<file path="src/upd_pkg.sv">
`timescale 1ns / 1ps
`default_nettype none
// ----------------------------------------------------------------------------
// upd_pkg
// Types, character codes and the hex digit helper for the URL percent decoder.
// ----------------------------------------------------------------------------
package upd_pkg;

  localparam int unsigned UnitW = 16;

  typedef logic [UnitW-1:0] unit_t;

  localparam unit_t ChPlus  = 16'h002B;
  localparam unit_t ChPct   = 16'h0025;
  localparam unit_t ChSpace = 16'h0020;

  // escape state
  typedef enum logic [1:0] {
    PH_IDLE  = 2'd0,   // no escape pending
    PH_PCT   = 2'd1,   // '%' seen
    PH_DIGIT = 2'd2    // '%' and one hex digit seen
  } phase_t;

  typedef struct packed {
    logic       ok;
    logic [3:0] val;
  } hex_t;

  // one decoded result held in the output queue
  typedef struct packed {
    unit_t unit;
    logic  term;
  } slot_t;

  // hex digit value of a code unit, ok low when it is not 0-9, A-F or a-f
  function automatic hex_t hex_of(input unit_t u);
    hex_t h;
    h.ok  = 1'b0;
    h.val = 4'd0;
    if (u >= 16'h0030 && u <= 16'h0039) begin
      h.ok  = 1'b1;
      h.val = u[3:0];
    end else if ((u >= 16'h0041 && u <= 16'h0046) ||
                 (u >= 16'h0061 && u <= 16'h0066)) begin
      // 'A'/'a' have low nibble 1, so add 9 for 10..15
      h.ok  = 1'b1;
      h.val = u[3:0] + 4'd9;
    end
    return h;
  endfunction

endpackage
`default_nettype wire

</file>
<file path="src/upd_if.sv">
`timescale 1ns / 1ps
`default_nettype none
// ----------------------------------------------------------------------------
// upd_in_if / upd_out_if
// Valid/ready channels of the URL percent decoder: input code units and
// decoded results.
// ----------------------------------------------------------------------------
interface upd_in_if;
  logic                valid;
  logic                ready;
  upd_pkg::unit_t      code_unit;
  logic                end_marker;

  modport source (output valid, output code_unit, output end_marker, input ready);
  modport sink   (input valid, input code_unit, input end_marker, output ready);
endinterface

interface upd_out_if;
  logic                valid;
  logic                ready;
  upd_pkg::unit_t      out_unit;
  logic                is_terminator;
  logic                last_of_run;

  modport source (output valid, output out_unit, output is_terminator,
                  output last_of_run, input ready);
  modport sink   (input valid, input out_unit, input is_terminator,
                  input last_of_run, output ready);
endinterface
`default_nettype wire

</file>
<file path="src/url_percent_decoder_unit.sv">
`timescale 1ns / 1ps
`default_nettype none
// ----------------------------------------------------------------------------
// url_percent_decoder_unit
// Streaming decoder for form-urlencoded 16-bit code units: '+' to space,
// %hh escapes to one unit, bad escapes passed through, end beat flushes.
// ----------------------------------------------------------------------------
//  channel  | dir | payload                                 | handshake
//  in_ch    | in  | code_unit[15:0], end_marker             | valid/ready
//  out_ch   | out | out_unit[15:0], is_terminator, last_of_run | valid/ready
//
//  An input beat is captured in an input register, decoded combinationally
//  and loaded into a queue of up to three results, which drains one result a
//  cycle while out_ch is ready. One-result items then sustain one beat per
//  cycle; an item giving k results holds the single output port for k pops.
//  Synchronous active-low reset clears escape state, queue count and valids;
//  both in_ch.ready and out_ch.valid are held low while reset is asserted.
//  Stalls on out_ch back up through the queue into in_ch.ready.
// ----------------------------------------------------------------------------
module url_percent_decoder_unit (
  input  wire        clk,
  input  wire        rst_n,
  upd_in_if.sink     in_ch,
  upd_out_if.source  out_ch
);

  // input register
  logic            in_v_r;
  upd_pkg::unit_t  in_unit_r;
  logic            in_end_r;

  // escape state
  upd_pkg::phase_t phase_r, phase_nxt;
  upd_pkg::unit_t  held_r, held_nxt;

  // result queue, slot 0 is at the output
  upd_pkg::slot_t  q_r   [3];
  upd_pkg::slot_t  q_nxt [3];
  logic [1:0]      cnt_r, cnt_nxt;

  logic            pop;
  logic            q_free;
  logic            move;

  // decode outputs
  logic [1:0]      pre_n;
  logic            tail_v;
  upd_pkg::slot_t  tail;
  upd_pkg::hex_t   hx_cur;
  upd_pkg::hex_t   hx_held;

  assign pop    = out_ch.valid && out_ch.ready;
  assign q_free = (cnt_r == 2'd0) || ((cnt_r == 2'd1) && out_ch.ready);
  assign move   = in_v_r && q_free;

  assign in_ch.ready = rst_n && (!in_v_r || move);

  // output side
  assign out_ch.valid         = rst_n && (cnt_r != 2'd0);
  assign out_ch.out_unit      = q_r[0].unit;
  assign out_ch.is_terminator = q_r[0].term;
  assign out_ch.last_of_run   = (cnt_r == 2'd1);

  assign hx_cur  = upd_pkg::hex_of(in_unit_r);
  assign hx_held = upd_pkg::hex_of(held_r);

  // decode: a prefix of '%' and held digit, then one optional tail result
  always_comb begin
    pre_n     = 2'd0;
    tail_v    = 1'b0;
    tail.unit = in_unit_r;
    tail.term = 1'b0;
    phase_nxt = upd_pkg::PH_IDLE;
    held_nxt  = held_r;

    if (in_end_r) begin
      case (phase_r)
        upd_pkg::PH_PCT:   pre_n = 2'd1;
        upd_pkg::PH_DIGIT: pre_n = 2'd2;
        default:           pre_n = 2'd0;
      endcase
      tail_v    = 1'b1;
      tail.unit = '0;
      tail.term = 1'b1;
      held_nxt  = '0;
    end else begin
      case (phase_r)
        upd_pkg::PH_PCT: begin
          if (hx_cur.ok) begin
            held_nxt  = in_unit_r;
            phase_nxt = upd_pkg::PH_DIGIT;
          end else begin
            pre_n = 2'd1;
          end
        end
        upd_pkg::PH_DIGIT: begin
          held_nxt = '0;
          if (hx_cur.ok) begin
            tail_v    = 1'b1;
            tail.unit = {8'd0, hx_held.val, hx_cur.val};
          end else begin
            pre_n = 2'd2;
          end
        end
        default: pre_n = 2'd0;
      endcase

      // plain decode of the current unit when the escape did not take it
      if (!(phase_r == upd_pkg::PH_PCT && hx_cur.ok) &&
          !(phase_r == upd_pkg::PH_DIGIT && hx_cur.ok)) begin
        if (in_unit_r == upd_pkg::ChPlus) begin
          tail_v    = 1'b1;
          tail.unit = upd_pkg::ChSpace;
        end else if (in_unit_r == upd_pkg::ChPct) begin
          phase_nxt = upd_pkg::PH_PCT;
        end else begin
          tail_v = 1'b1;
        end
      end
    end
  end

  // queue next value: load on move, else shift on pop
  always_comb begin
    q_nxt[0] = q_r[0];
    q_nxt[1] = q_r[1];
    q_nxt[2] = q_r[2];
    cnt_nxt  = cnt_r;
    if (move) begin
      q_nxt[0] = tail;
      q_nxt[1] = tail;
      q_nxt[2] = tail;
      if (pre_n != 2'd0) begin
        q_nxt[0] = '{unit: upd_pkg::ChPct, term: 1'b0};
      end
      if (pre_n == 2'd2) begin
        q_nxt[1] = '{unit: held_r, term: 1'b0};
      end
      cnt_nxt = pre_n + {1'b0, tail_v};
    end else if (pop) begin
      q_nxt[0] = q_r[1];
      q_nxt[1] = q_r[2];
      cnt_nxt  = cnt_r - 2'd1;
    end
  end

  // control registers
  always_ff @(posedge clk) begin
    if (!rst_n) begin
      in_v_r  <= 1'b0;
      phase_r <= upd_pkg::PH_IDLE;
      held_r  <= '0;
      cnt_r   <= 2'd0;
    end else begin
      if (in_ch.ready) begin
        in_v_r <= in_ch.valid;
      end
      if (move) begin
        phase_r <= phase_nxt;
        held_r  <= held_nxt;
      end
      cnt_r <= cnt_nxt;
    end
  end

  // payload registers
  always_ff @(posedge clk) begin
    if (in_ch.valid && in_ch.ready) begin
      in_unit_r <= in_ch.code_unit;
      in_end_r  <= in_ch.end_marker;
    end
    q_r[0] <= q_nxt[0];
    q_r[1] <= q_nxt[1];
    q_r[2] <= q_nxt[2];
  end

endmodule
`default_nettype wire

</file>
<file path="src/flat_wrapper.sv">
// flat-port wrapper written by rule: the top's interface ports become plain ports
module url_percent_decoder_unit_flat 
  (clk, rst_n, in_ch_valid, in_ch_code_unit, in_ch_end_marker, in_ch_ready, out_ch_valid, out_ch_out_unit, out_ch_is_terminator, out_ch_last_of_run, out_ch_ready);
  upd_in_if in_ch_i ();
  upd_out_if out_ch_i ();
  input  wire clk;
  input  wire rst_n;
  input wire logic [$bits(in_ch_i.valid)-1:0] in_ch_valid;
  input wire logic [$bits(in_ch_i.code_unit)-1:0] in_ch_code_unit;
  input wire logic [$bits(in_ch_i.end_marker)-1:0] in_ch_end_marker;
  output wire logic [$bits(in_ch_i.ready)-1:0] in_ch_ready;
  output wire logic [$bits(out_ch_i.valid)-1:0] out_ch_valid;
  output wire logic [$bits(out_ch_i.out_unit)-1:0] out_ch_out_unit;
  output wire logic [$bits(out_ch_i.is_terminator)-1:0] out_ch_is_terminator;
  output wire logic [$bits(out_ch_i.last_of_run)-1:0] out_ch_last_of_run;
  input wire logic [$bits(out_ch_i.ready)-1:0] out_ch_ready;
  assign in_ch_i.valid = in_ch_valid;
  assign in_ch_i.code_unit = in_ch_code_unit;
  assign in_ch_i.end_marker = in_ch_end_marker;
  assign in_ch_ready = in_ch_i.ready;
  assign out_ch_valid = out_ch_i.valid;
  assign out_ch_out_unit = out_ch_i.out_unit;
  assign out_ch_is_terminator = out_ch_i.is_terminator;
  assign out_ch_last_of_run = out_ch_i.last_of_run;
  assign out_ch_i.ready = out_ch_ready;
  url_percent_decoder_unit u_core (.clk(clk), .rst_n(rst_n), .in_ch(in_ch_i), .out_ch(out_ch_i));
endmodule
</file>
<file path="config.mk">
export PLATFORM = sky130hd
export DESIGN_NAME = url_percent_decoder_unit_flat
export DESIGN_NICKNAME = d
export VERILOG_FILES = /design/src/upd_pkg.sv /design/src/upd_if.sv /design/src/url_percent_decoder_unit.sv /design/src/flat_wrapper.sv
export SDC_FILE = /design/constraint.sdc
export NUM_CORES = 1
export LEC_CHECK = 0
export ABC_AREA = 1
export ABC_CLOCK_PERIOD_IN_PS = 4059
export BUFFER_PORTS_ARGS = -buffer_cell sky130_fd_sc_hd__buf_2
export CAP_MARGIN = 20
export CORE_ASPECT_RATIO = 1.25
export CORE_MARGIN = 2
export CORE_UTILIZATION = 55
export DETAILED_ROUTE_END_ITERATION = 10
export HOLD_SLACK_MARGIN = 0.03
export MAX_ROUTING_LAYER = met4
export PLACE_DENSITY_LB_ADDON = 0.2
export SLEW_MARGIN = 5
export SYNTH_ARGS = -nofsm -noshare
export SYNTH_HDL_FRONTEND = slang
export SYNTH_SLANG_ARGS = --single-unit
</file>
<file path="constraint.sdc">
create_clock -name clk -period 4.06 [get_ports clk]
set_input_delay 1.015 -clock clk [delete_from_list [all_inputs] [get_ports clk]]
set_output_delay 1.015 -clock clk [all_outputs]
set_load 0.02 [all_outputs]
</file>
==> results.cfg, run 1 <==
[run_status]
outcome = completed

[synthesis]
post_synth_inst_count = 514
synth_area_leaders = edfxtp_1 45%, nand2_1 13%, dfxtp_1 9.3%
ys_seq_area_share_pct = 54.6
avgSynthCellArea_um2 = 8.78
yosysTopAreaCell = edfxtp_1
yosysWarnings = 0
syn_area_um2 = 4510
ys_types = 30
synth_top_area_share_pct = 45.2
synth_seq_cells = 89
synth_nets = 549

[sta]
tightest_slew_ps = 846
period_share_pct = 70.8
fin_crit_ps = 2870
drv_slew = 0
fin_ws_ps = 1190
slew_headroom_pct = 43.4
tns_ps = 0
rsz0062_at_grt = false
setup_viol = 0
hold_viol_final = 0
max_freq_ghz = 0.348
clock_skew_ps = 9.74

[flow_run]
max-cap-violations = 0

[die]
ios = 41
die-height_um = 105
rows = 36
initial_core_util_pct = 57.3
die_w_um = 85.0
coreArea_um2 = 7880
die-area_um2 = 8950

[place]
dpl.hpwl_um = 6220
place_ws_ps = 1190
port_buffers = 40
place.gp.congestion = 0.883

[grt]
grt_overflow = 0
grt_pass1_vias = 3151
grt_max_degree = 39
antenna_found_initial = 0
track_usage_pct = 21.2
grt_pass1_wl_um = 14500

[setup_path]
cpMaxStageDelayCell = inv_1
cp.arrival_ps = 1860
worstSetupEndpointType = output port
cp.required_ps = 3040
worstPathMaxFanout = 16
cp_common_cell = buf_2
path_class = input pin to output port
slowest_delay_ps = 400
start_kind = input pin
worstPathCellList = buf_2 -> inv_1 -> nor2_1 -> buf_2

[drt]
drtIter0Drc = 216
totalWireLength_um = 8590
antenna_left = 0
via_count = 3334
drt_first_pass_iters = 5
wire_per_inst_um = 13.5
drc = 0
vias_per_cell = 5.23

[final_layout]
final_cell_mix = 151 x nand2_1, 68 x edfxtp_1, 60 x inv_1
multi_input_area_um2 = 1610
drive_above_1_share_pct = 13.1
nFillCells = 671
postLayoutCoreUtil_pct = 61.2
num-nets-final = 573
final_common_cell = nand2_1
n_antenna_cell = 0
syn2layout_area_growth_pct = 6.90
seq_area_um2 = 2460

[clocking]
clk_pin_slew_ps = 80
clk_latency_ps = 360
cts_tree = yes
post_cts_resized = 0
clockBufferDepth = 2
post-cts-setup-buffers = 0
cts_hold_buf = 0
htree_levels = 3
clock-sinks = 89
cts_root_buf = clkbuf_8
cts_buffers = 9

[power_and_ir_drop]
leakagePower_uw = 0.00211
power_density_nw_per_um2 = 404
peakVddDrop_mv = 0.236

[min_path]
hp-class = flop to flop
[critical path, delay by kind of cell]
kind | cells | cell delay, ps
buf+inv | 3 | 730
simple gates | 1 | 120
[cells in the mapped netlist (all sizes together)]
library cell,n
ha,14
inv,65
nor4b,1
nor2b,1
a21oi,34
clkinv,1
dfxtp,21
nor3,4
xor2,1
buf,24
a211oi,11
clkbuf,7
nand3b,2
edfxtp,68
nand2,156
nor2,39
nand4,5
nand3,35
o21ai,25
[flip-flops by register name, indices dropped and copies added, names as in the netlist]
signal,count
u_core.q_r,51
u_core.held_r,16
u_core.phase_r,2
u_core.in_end_r,1
u_core.cnt_r,2
u_core.in_unit_r,16
u_core.in_v_r,1
[kinds of logic after synthesis]
family / count (synthesis) / share of synthesized area, %
AND/OR/NAND/NOR: 243 / 23.1
buffers and inverters: 97 / 9.87
flip-flops: 89 / 54.6
adder cells (fa/ha/maj): 14 / 3.88
XOR/XNOR: 1 / 0.194
AO/OA/AOI/OAI: 70 / 8.37
[report_power, final]
part,switching (uW),leakage [uW],total (uW),internal (uW)
clock network,293,0.0000754,511,218
logic,217,0.00122,311,93.9
registers,33.0,0.000815,1130,1100
[path summary, 6_finish.rpt]
check                                      from                              to  slack, ps  cells past startpoint
hold / removal       u_core.in_v_r$_SDFFE_PN0P_      u_core.in_v_r$_SDFFE_PN0P_        480                      2
setup / recovery                          rst_n                    out_ch_valid       1190                      4
hold reg to reg      u_core.in_v_r$_SDFFE_PN0P_      u_core.in_v_r$_SDFFE_PN0P_        480                      2
setup reg to reg  u_core.in_unit_r[0]$_DFFE_PP_  u_core.held_r[10]$_SDFFE_PN0P_       1560                     12
[cell type report]
| type | instances | area share [%] |
|---|---|---|
| Sequential cell | 89 | 51.0 |
| Inverter | 66 | 5.19 |
| Clock inverter | 4 | 0.415 |
| Timing Repair Buffer | 44 | 4.77 |
| Clock buffer | 12 | 2.80 |
| Multi-Input combinational cell | 328 | 33.3 |
| Tap cell | 95 | 2.46 |
[through the flow]
stage	cell area [um^2]	total power [uW]	std cells	hold WS (ps)
3_3_place_gp	4670	1450	622	473
5_1_grt	4820	2050	638	520
6_report	4820	1950	638	484
2_1_floorplan	4510	1390	514	448
3_5_place_dp	4670	1460	622	472
4_1_cts	4820	1970	638	485
[routing by layer]
layer | up-vias | GRT usage, % | part of all wire, %
li1 | 1718 | - | -
met1 | 1518 | 27.5 | 46
met2 | 82 | 32.6 | 49
met3 | 16 | 2.98 | 3.4
met4 | 0 | 10.5 | 1.7
met5 | - | - | 0
Power figures use the tool's default switching activity.
==> run 2: changes to the inputs <==
ABC_CLOCK_PERIOD_IN_PS = 2640   (was 4059)
CORE_UTILIZATION = 54   (was 55)
clock period = 2.64 ns   (was 4.06 ns; I/O delays follow)
==> results.cfg, run 2 (synthesized netlist as in run 1, its figures left out) <==
[run_status]
outcome = completed

[sta]
tns_ps = 0
setup_viol = 0
clock_skew_ps = 5.01
hold_viol_final = 0
rsz0062_at_grt = false
max_freq_ghz = 0.433
drv_slew = 0
tightest_slew_ps = 675
fin_hold_ws_ps = 467
fin_crit_ps = 2310
slew_headroom_pct = 54.9
period_share_pct = 87.4

[setup_path]
crit_buf_inv = 3
worstPathCellList = inv_1 -> ha_1 -> inv_1 -> nor2_1 -> nand2_1 -> nand2_1 -> nor2_2 -> nand2_2 -> nand2_2 -> nand2_2 -> nand2_4 -> nand3_2 -> inv_1 -> a21oi_1
slowest_delay_ps = 480
cp.required_ps = 2760
worstPathMaxFanout = 14
cpMaxStageDelayCell = edfxtp_1
path_class = flop to flop
worstSetupEndpointType = flop
cp.arrival_ps = 2430
critical_path.top_delay_family = simple AND/OR/NAND/NOR gates
start_kind = flop

[grt]
track_usage_pct = 21.4
antenna_found_initial = 0
grt_pass1_wl_um = 14600
grt_pass1_vias = 3107
grt_max_degree = 37
grt_overflow = 0

[final_layout]
n_antenna_cell = 0
drive_above_1_share_pct = 14.3
syn2layout_area_growth_pct = 8.21
design_area_um2 = 4880
top_register = u_core.q_r
reg_top3 = u_core.q_r x51, u_core.held_r x16, u_core.in_unit_r x16
largest_reg_flops = 51
final_common_cell = nand2_1
num-nets-final = 577
final_cell_mix = 151 x nand2_1, 68 x edfxtp_1, 60 x inv_1

[die]
die_w_um = 85.8
rows = 37
die-height_um = 106
coreArea_um2 = 8190
initial_core_util_pct = 55.1
ios = 41
die-area_um2 = 9110

[clocking]
cts_tree = yes
clk_pin_slew_ps = 80
cts_root_buf = clkbuf_8
clock-sinks = 89
post_cts_resized = 0
post-cts-setup-buffers = 0
cts_buffers = 9
clk_latency_ps = 360
cts_hold_buf = 0
htree_levels = 3
clockBufferDepth = 2

[power_and_ir_drop]
leakagePower_uw = 0.00215
power_density_nw_per_um2 = 631
p_total_uw = 3080
peakVddDrop_mv = 0.380

[place]
port_buffers = 40
place.gp.congestion = 0.903
dpl.hpwl_um = 6510
place_area_um2 = 4700

[drt]
antenna_left = 0
met1_length_um = 4100
wl_met3_um = 363
drtIter0Drc = 226
drc = 0
via_count = 3367
totalWireLength_um = 8890
vias_per_cell = 5.23
drt_first_pass_iters = 7
wire_per_inst_um = 13.8
wl_met2_um = 4140
routed.top_layer = met4

[flow_run]
max-cap-violations = 0

[min_path]
hp-class = input pin to flop
## run 2: final cells by class
class | count | area, um^2
Inverter | 66 | 250
Fill cell | 738 | 3310
Timing Repair Buffer | 48 | 260
Clock inverter | 5 | 30.0
Sequential cell | 89 | 2460
Tap cell | 97 | 121
Multi-Input combinational cell | 328 | 1610
Clock buffer | 11 | 151
## run 2: where the power goes
| part | internal [uW] | switching, uW |
|---|---|---|
| Sequential | 1680 | 48.6 |
| Combinational | 147 | 344 |
| Clock | 389 | 467 |
| Total | 2220 | 860 |
## run 2: worst paths after layout
check                                    to  cells past startpoint  slack, ps                           from
max              u_core.q_r[0][3]$_DFFE_PP_                     14        330  u_core.in_unit_r[0]$_DFFE_PP_
min          u_core.in_unit_r[10]$_DFFE_PP_                      1        470            in_ch_code_unit[10]
max reg2reg      u_core.q_r[0][3]$_DFFE_PP_                     14        330  u_core.in_unit_r[0]$_DFFE_PP_
min reg2reg   u_core.held_r[8]$_SDFFE_PN0P_                      2        480  u_core.held_r[8]$_SDFFE_PN0P_
## run 2: metal layers
metal,global-route usage (%),up-vias
met1,27.7,1531
met4,11.0,0
met5,-,-
li1,-,1728
met2,32.5,92
met3,3.26,16
## run 2: metrics by stage
step | cells | setup slack [ps] | util (%)
after detailed placement | 628 | 336 | 57.4
final | 644 | 332 | 59.6
after global routing | 644 | 74.8 | 59.6
after floorplan | 514 | 150 | -
after CTS | 644 | 330 | 59.6
after global placement | 628 | 421 | 57.4
==> run 3: changes to the inputs <==
ABC_AREA = not set   (was 1)
ABC_CLOCK_PERIOD_IN_PS = not set   (was 2640)
CORE_UTILIZATION = 53   (was 54)
==> results.cfg, run 3 <==
[drt]
drt_first_pass_iters = 4
totalWireLength_um = 8630
via_count = 3142
antenna_left = 0
wire_per_inst_um = 16.3
drtIter0Drc = 235
drc = 0
vias_per_cell = 5.92

[clocking]
cts_tree = yes
htree_levels = 3
clockBufferDepth = 2
cts_root_buf = clkbuf_8
clk_latency_ps = 370
cts_buffers = 9
clk_pin_slew_ps = 90
clock-sinks = 89

[place]
place.gp.congestion = 0.886
port_buffers = 40
dpl.hpwl_um = 6250
place_ws_ps = -105

[final_layout]
final_common_cell = edfxtp_1
nFillCells = 671
syn2layout_area_growth_pct = 16.5
num-nets-final = 464
final_cell_mix = 68 x edfxtp_1, 40 x buf_2, 40 x buf_4
largest_reg_flops = 51
n_antenna_cell = 0
drive_above_1_share_pct = 28.6
top_register = u_core.q_r
reg_top3 = u_core.q_r x51, u_core.held_r x16, u_core.in_unit_r x16

[setup_path]
worstPathMaxFanout = 4
critical_path.top_delay_family = simple AND/OR/NAND/NOR gates
path_class = flop to flop
timing.rr.start = u_core.in_unit_r[10]$_DFFE_PP_
r2r_slack_ps = 80
worstSetupEndpointType = flop
cp.required_ps = 2850
cp_common_cell = buf_4
slowest_delay_ps = 570
cpMaxStageDelayCell = or4_4
crit_buf_inv = 2
start_kind = flop
reg2regPathDepth = 8
worstPathCellList = or4_4 -> buf_4 -> a311o_1 -> or4_1 -> a21oi_1 -> buf_4 -> nand2_1 -> a31oi_1
cp.arrival_ps = 2770
reg2reg_to = u_core.q_r[0][20]$_DFFE_PP_

[synthesis]
synth_area_leaders = edfxtp_1 46%, dfxtp_1 9.5%, a22o_1 5.8%
post_synth_inst_count = 367
ys_seq_area_share_pct = 55.8
synth_top_area_share_pct = 46.2
yosysMostFrequentCell = edfxtp_1
synth_edf_count = 68
ys_types = 62
synth_seq_cells = 89
synthArstFlopShare_pct = 0
netlist_top_cells_count = 68 x edfxtp_1, 29 x a22o_1, 23 x nand2_1
ys_dominant_reg_cell = edfxtp_1
yosysWarnings = 0
avgSynthCellArea_um2 = 12.0
yosysTopAreaCell = edfxtp_1
synth_nets = 402
syn_area_um2 = 4420

[die]
rows = 37
initial_core_util_pct = 54.2
die-height_um = 106
die_w_um = 85.6
die-area_um2 = 9080
coreArea_um2 = 8150
ios = 41

[grt]
grt_pass1_wl_um = 14300
track_usage_pct = 20.8
grt_max_degree = 35
grt_overflow = 0
antenna_found_initial = 0
grt_pass1_vias = 2901

[sta]
fin_crit_ps = 2560
tightest_slew_ps = 805
max_freq_ghz = 0.391
clock_skew_ps = 4.84
tns_ps = 0
hold_viol_final = 0
drv_slew = 0
slew_headroom_pct = 46.4
fin_ws_ps = 80.2
setup_viol = 0
period_share_pct = 97.0

[power_and_ir_drop]
leakagePower_uw = 0.00199
peakVddDrop_mv = 0.611
power_density_nw_per_um2 = 667

[min_path]
hp-class = input pin to flop
whs_path_depth = 1
whs_endpoint = u_core.in_unit_r[7]$_DFFE_PP_
worstHoldStart = in_ch_code_unit[7]

[run_status]
outcome = completed

[flow_run]
max-cap-violations = 0
==> run 3: cell types whose count changed after synthesis, moves of 12 or more <==
cell / delta
a22o_1: +29
nor2_1: -22
a21oi_1: -24
o21ai_1: -12
a221o_1: +12
and3_1: +14
nand2_1: -128
nand3_1: -26
inv_1: -46
==> run 3: metrics by stage <==
stage	total power, uW	hold WS [ps]	util, %	cell area [um^2]	std cells
after floorplan	2350	458	-	4450	367
after global placement	2470	472	59.6	4850	510
after detailed placement	2500	476	59.6	4860	511
after CTS	3450	443	62.3	5080	527
after global routing	3590	444	63.1	5140	531
final	3430	459	63.1	5140	531
==> run 3: timing repair <==
action,in CTS,in global routing
pin swaps,1,8
setup buffers,0,5
gates resized for setup,4,10
gates cloned,0,1
hold buffers,0,0
setup endpoints to repair,19,37
==> run 3: cell type report <==
| class | count | area [um^2] | share of cell area (%) |
|---|---|---|---|
| timing repair inverter | 1 | 7.51 | 0.146 |
| inverter | 14 | 56.3 | 1.09 |
| tap | 97 | 121 | 2.36 |
| multi-input combinational | 231 | 1760 | 34.2 |
| timing repair buffer | 83 | 534 | 10.4 |
| sequential | 89 | 2460 | 47.9 |
| clock inverter | 7 | 78.8 | 1.53 |
| clock buffer | 9 | 124 | 2.41 |
==> run 3: layer usage <==
layer / up-vias / share of wire (%) / track usage [%]
met3: 19 / 4.4 / 4.04
met1: 1493 / 46 / 27.2
met5: - / 0 / -
met4: 0 / 2.3 / 9.41
met2: 92 / 47 / 31.5
li1: 1538 / - / -
==> run 3: logic make-up after synthesis <==
group	share of synthesized area (%)
DFF	55.8
buffers and inverters	5.78
xor gates and xnor gates	0.198
muxes	0.793
and+or+nand+nor	15.4
AOI/OAI and AO/OA	18.1
adders and majority gates	3.97
==> run 3: worst max path at each step <==
| stage | startpoint | to | slack (ps) | depth (start not counted) |
|---|---|---|---|---|
| 2_1_floorplan | u_core.in_unit_r[0]$_DFFE_PP_ | u_core.q_r[0][23]$_DFFE_PP_ | -90 | 10 |
| 3_3_place_gp | out_ch_ready | u_core.q_r[0][6]$_DFFE_PP_ | -110 | 6 |
| 3_5_place_dp | u_core.in_unit_r[10]$_DFFE_PP_ | u_core.q_r[0][23]$_DFFE_PP_ | -110 | 7 |
| 4_1_cts | u_core.in_unit_r[10]$_DFFE_PP_ | u_core.q_r[0][20]$_DFFE_PP_ | 0.6 | 8 |
| 5_1_grt | u_core.in_unit_r[0]$_DFFE_PP_ | u_core.cnt_r[1]$_SDFFE_PN0P_ | -9 | 12 |
| 6_report | u_core.in_unit_r[10]$_DFFE_PP_ | u_core.q_r[0][20]$_DFFE_PP_ | 80 | 8 |
==> run 3: power by group <==
part / switching, uW / internal (uW)
Clock: 503 / 446
Sequential: 48.1 / 1750
Combinational: 416 / 268
Total: 967 / 2470
==> run 3: worst register-to-register path, stage by stage, from the launching register on <==
cell and delay [ps]:
edfxtp_1 410, or4_4 570, buf_4 170, a311o_1 300, or4_1 410, a21oi_1 170
buf_4 140, nand2_1 50, a31oi_1 180
